[src/hdl/slir_pkg.sv]
// Shared types and codes for the sorted list insert/remove block.
package slir_pkg;

  localparam int unsigned KEY_W = 32;
  localparam int unsigned POS_W = 8;
  localparam int unsigned OUT_CNT_W = 7;
  localparam int unsigned CMD_W = 2;
  localparam int unsigned STAT_W = 2;
  localparam int unsigned GRP_SIZE = 16;

  typedef enum logic [CMD_W-1:0] {
    CMD_PUSH   = 2'd0,
    CMD_REMOVE = 2'd1,
    CMD_READ   = 2'd2,
    CMD_NOP    = 2'd3
  } cmd_t;

  typedef enum logic [STAT_W-1:0] {
    ST_DONE  = 2'd0,
    ST_FULL  = 2'd1,
    ST_RANGE = 2'd2
  } status_t;

  // Command broadcast to every cell of the chain.
  typedef struct packed {
    logic                    push;
    logic                    remove;
    logic signed [KEY_W-1:0] key;
    logic [POS_W-1:0]        pos;
  } bcast_t;

endpackage

[src/hdl/slir_cell.sv]
// One storage cell of the sorted chain: holds one key and shifts with its neighbors.
module slir_cell import slir_pkg::*; #(
  parameter int unsigned CAPACITY = 64,
  parameter int unsigned IDX = 0
) (
  input  logic                                   clk,
  input  bcast_t                                 bc,
  input  logic [$clog2(CAPACITY+1)-1:0]          count,
  input  logic signed [KEY_W-1:0]                left_key,
  input  logic                                   left_shift,
  input  logic signed [KEY_W-1:0]                right_key,
  output logic signed [KEY_W-1:0]                key,
  output logic                                   shift
);

  localparam int unsigned CNT_W = $clog2(CAPACITY + 1);
  localparam int unsigned CMP_W = (CNT_W > POS_W) ? CNT_W : POS_W;

  logic signed [KEY_W-1:0] key_r;
  logic signed [KEY_W-1:0] key_nxt;
  logic                    occupied;
  logic                    at_tail;
  logic                    at_or_after_pos;

  assign occupied        = CNT_W'(IDX) < count;
  assign at_tail         = CNT_W'(IDX) == count;
  assign at_or_after_pos = CMP_W'(IDX) >= CMP_W'(bc.pos);
  // Occupied cells holding a greater key move one place right on a push.
  assign shift           = occupied && (key_r > bc.key);

  always_comb begin
    key_nxt = key_r;
    if (bc.push) begin
      if (left_shift) begin
        key_nxt = left_key;
      end else if (shift || at_tail) begin
        key_nxt = bc.key;
      end
    end else if (bc.remove && at_or_after_pos) begin
      key_nxt = right_key;
    end
  end

  always_ff @(posedge clk) begin
    key_r <= key_nxt;
  end

  assign key = key_r;

endmodule
[config.mk]
export PLATFORM = sky130hd
export DESIGN_NAME = slir_cell
export DESIGN_NICKNAME = d
export VERILOG_FILES = /design/src/hdl/slir_pkg.sv /design/src/hdl/slir_cell.sv
export SDC_FILE = /design/constraint.sdc
export NUM_CORES = 1
export LEC_CHECK = 0
export BUFFER_PORTS_ARGS = -buffer_cell sky130_fd_sc_hd__buf_2
export CAP_MARGIN = 25
export CORE_ASPECT_RATIO = 0.8
export CORE_MARGIN = 2
export CORE_UTILIZATION = 49
export CTS_BUF_LIST = sky130_fd_sc_hd__clkbuf_4
export DETAILED_ROUTE_END_ITERATION = 16
export GPL_TIMING_DRIVEN = 0
export PLACE_DENSITY = 0.89
export SYNTH_ARGS = -nofsm -noshare
export SYNTH_HDL_FRONTEND = slang
export SYNTH_SLANG_ARGS = --single-unit
[constraint.sdc]
create_clock -name clk -period 6.02 [get_ports clk]
set_clock_uncertainty 0.15 [all_clocks]
set_input_delay 0.602 -clock clk [delete_from_list [all_inputs] [get_ports clk]]
set_output_delay 0.602 -clock clk [all_outputs]
set_load 0.01 [all_outputs]
Word-level counts from Yosys, hierarchy flattened --
Cells that the tools add are included.
Word-level totals: flip-flop bits (word level) 32, input bits 115, output and inout port bits 33
Cells by class: magnitude comparators 3, equality and inequality tests 1, muxes and demuxes 4, reduce and logical (&&, ||, !) cells 6
Operator list (number):
- $mux 32 | 4
- $gt 32x32->1 | 1
- $ge 1x8->1 const A | 1
- $logic_not 7->1 | 1
- $lt 1x7->1 const A | 1
- $ne 3x1->1 const B | 1
- $logic_and 1x1->1 | 2
- $reduce_and 2->1 | 1
- $reduce_bool 2->1 | 1
- $logic_or 1x1->1 | 1

Logic depth before layout (Yosys ltp) --
depth in word-level cells 6, gate-level depth with buffers 8, depth with buffers taken out 8

Least setup slack after synthesis --
No wires, ideal clock.
path kind input to register, from in bc[39] (netlist bit), to reg key_r[0], in the netlist key[0], enable pin, library setup time 558 ps, arrival 2690 ps, required time 5312 ps, slack 2622 ps, stages on the path 8, buffers on the path 0, path through inv_1 > ha_1 > nand4_1 > nor4_1 > a31oi_1 > and3b_1 > a2bb2oi_1 > nand3b_1
Between the ends: cells in the longest elaborated chain, start to end 5
RTL lines:
- start, declared | line slir_cell.sv:7 | input bcast_t bc,
- $gt 32x32->1 | line slir_cell.sv:29 | assign shift = occupied && (key_r > bc.key);
- $logic_and 1x1->1 | line slir_cell.sv:29
- $logic_or 1x1->1 | line slir_cell.sv:36 | end else if (shift || at_tail) begin
- $ne 3x1->1 (no source line)
- $reduce_and 2->1 (no source line)
- end signal, assigned | line slir_cell.sv:45 | key_r <= key_nxt;
- end, declared | line slir_cell.sv:19 | logic signed [KEY_W-1:0] key_r;
No other way between the ends. A chain may end at the register's enable or synchronous reset.

Worst setup path after layout --
from reg key_r[31], in the netlist key[31], to reg key_r[6], in the netlist key[6], enable pin
Between the ends: cells in the longest elaborated chain, start to end 5
RTL lines (line):
- $gt 32x32->1 | slir_cell.sv:29
- $logic_and 1x1->1 | slir_cell.sv:29
- $logic_or 1x1->1 | slir_cell.sv:36
- $ne 3x1->1 (no source line)
- $reduce_and 2->1 (no source line)
No other way between the ends.

==> out/metrics.yaml <==
multi_input_area_mm2: 0.00138
setup_viol: 0
n_antenna_cell: 0
portBuffers: 146
ys_ff_latch: 32
post-route-period-util_pct: 58.7
synth_top_area_share_pct: 38.4
p_leak_nw: 1.77
seq_power_share_pct: 42.8
drv_slew: 0
start_util_pct: 50.3
drtIter0Drc: 99
fp.dieW_um: 83.9
cts_resized: 0
fin_crit_ns: 3.53
grt_pass1_vias: 2441
ctsHoldBuffers: 0
routedWlPerCell_um: 14.2
areaGrowthSynthToFinish_pct: 36.4
die-area_mm2: 0.00570
largest_register_ffs: 32
hold_viol: 0
reg2regPathDepth: 8
slew_headroom_pct: 33.6
critPathCaptureType: "flop"
powerDensity_mw_per_mm2: 207
cts-buffers-inserted: 5
p_comb_share_pct: 34.2
worstMarginPinSlew_ns: 0.993
grt_pass1_wl_mm: 10.8
startpoint: "key[31]"
pwr-share-clk_pct: 23.0
synth_area_mm2: 0.00250
cp-endpoint: "key[6]"
drive_above_1_share_pct: 37.2
tns_ns: 0
dr_total_vias: 2559
regArea_um2: 961
yosysUniqueCellTypes: 33
synth_async_sr_flop_share_pct: 0
yosys-top-cells-area: "edfxtp_1 38%, ha_1 16%, mux2i_1 13%"
syn-num-nets: 414
grt_use_total_pct: 24.0
synth.avg_cell_area_um2: 9.38
clockBufferDepth: 2
core_mm2: 0.00498
p_int_uw: 482
r2r_slack_ns: 2.49
grt_max_degree: 18
status: "completed"
dpl.hpwl_mm: 5.63
r2r-start: "key[31]"
die_h_um: 67.9
synth_edf_count: 32
fin_util_pct: 68.6
max_freq_mhz: 283
ir_worst_vdd_uv: 160
insertion_delay_ns: 0.34
h-tree-depth: 2
worstPathArrival_ns: 3.47
final_cells: 484
antenna_found_initial: 0
path_clk_slew_ns: 0.11
crit_fanout: 17
dp_cells: 476
swShare_pct: 31.6
grt_overflow: 0
wirelength_mm: 6.88
maxCapViolCount: 0
synth-seq-area-share_pct: 38.4
fin_nets: 568
r2r_end: "key[6]"
clkSinkCount: 32
critPathLaunchType: "flop"
cts_tree: "done"
drc: 0
n_fill_cell: 417
post_cts_buffers: 0
p_total_uw: 705
worstSetupPathType: "reg -> reg"
crit_required_ns: 5.96
hold_ws_ns: 0.429
rows: 23
p_switching_uw: 223
clockRootBuffer: "clkbuf_4"
rsz0062_at_grt: "no"
synth-main-ff-cell: "edfxtp_1"
boundaryPins: 148
synth_cells: 267
hold_path.class: "in -> reg"
first_pass_iters: 4
ys_warn_count: 0
place_congestion: 0.859
final_antenna_net_count: 0
routed_via_density: 5.29
yosys.area.top_type: "edfxtp_1"
-- area by class of cell --
class	instances	share of cell area [%]
clock buffer	5	1.10
timing repair buffer	147	22.2
clock inverter	3	1.10
buffer	11	1.32
inverter	32	3.52
tap	62	2.27
multi-input combinational	192	40.3
sequential	32	28.1
-- worst max-delay path, cell delays in order, from the launching register on --
cell and delay, ns:
edfxtp_1 0.41, ha_1 0.37, nand4_1 0.22, nor4_1 0.42, a31oi_1 0.20, and3b_1 0.22, a2bb2oi_1 0.17, nand3b_1 0.69
buf_16 0.44
-- cells by family (layout without fill, tap and decap cells) --
| logic type | Yosys count | after routing | share of synthesized area [%] |
|---|---|---|---|
| muxes | 32 | 32 | 12.8 |
| and+or+nand+nor | 67 | 67 | 12.5 |
| AOI/OAI and AO/OA | 61 | 61 | 13.7 |
| DFF | 32 | 32 | 38.4 |
| adders and majority gates | 32 | 32 | 16.0 |
| buffers and inverters | 43 | 198 | 6.60 |
-- per-stage QoR --
| step | instance area (um^2) | setup WS (ns) |
|---|---|---|
| global route | 3410 | 2.08 |
| detailed placement | 3340 | 2.07 |
| CTS | 3410 | 2.42 |
| finish | 3410 | 2.49 |
| floorplan | 2500 | 2.62 |
| global placement | 3310 | 1.77 |
-- worst min path at each step --
stage,slack (ns),cells past startpoint,startpoint,end
2_1_floorplan,0.68,2,right_key[0],key[0]
3_3_place_gp,0.76,3,right_key[10],key[10]
3_5_place_dp,0.78,3,right_key[10],key[10]
4_1_cts,0.42,3,right_key[20],key[20]
5_1_grt,0.43,3,right_key[20],key[20]
6_report,0.43,3,right_key[22],key[22]
-- cells in the final DEF (no fill, tap or decap), drive strengths merged, types with 2 or more instances in the layout --
cell type  count
nand2          7
nor3           2
nand3          3
o211ai         2
mux2i         32
nand4          8
buf          151
o21ai          4
nor2          37
ha            32
clkbuf        12
inv           32
clkinv         2
a31oi          2
a21oi         45
nor4b          2
edfxtp        32
nor4           2
-- synthesized netlist by cell type, drive strengths merged, types with 2 or more instances --
| cell type | number |
|---|---|
| clkbuf | 7 |
| a31oi | 2 |
| nand2 | 7 |
| nand4 | 8 |
| mux2i | 32 |
| nor4b | 2 |
| edfxtp | 32 |
| ha | 32 |
| nand3 | 3 |
| o211ai | 2 |
| nor3 | 2 |
| inv | 32 |
| nor4 | 2 |
| o21ai | 4 |
| buf | 4 |
| a21oi | 45 |
| nor2 | 37 |
-- metal layers --
metal	up-vias	routed length, um	global-route usage [%]	share of wire, %
li1	1275	-	-	-
met1	1176	2880	29.1	42
met2	95	3390	43.1	49
met3	13	480	5.43	7.0
met4	0	130	8.47	1.9
met5	-	0	0	0
-- power by group through the flow --
stage                     clock network, mW  registers, mW  logic, mW
after detailed placement                  0          0.308      0.241
after floorplan                           0          0.321      0.116
after CTS                             0.164          0.303      0.242
after global placement                    0          0.307      0.224
final                                 0.162          0.302      0.241
after global routing                  0.174          0.306      0.271
Power figures use the tool's default switching activity.
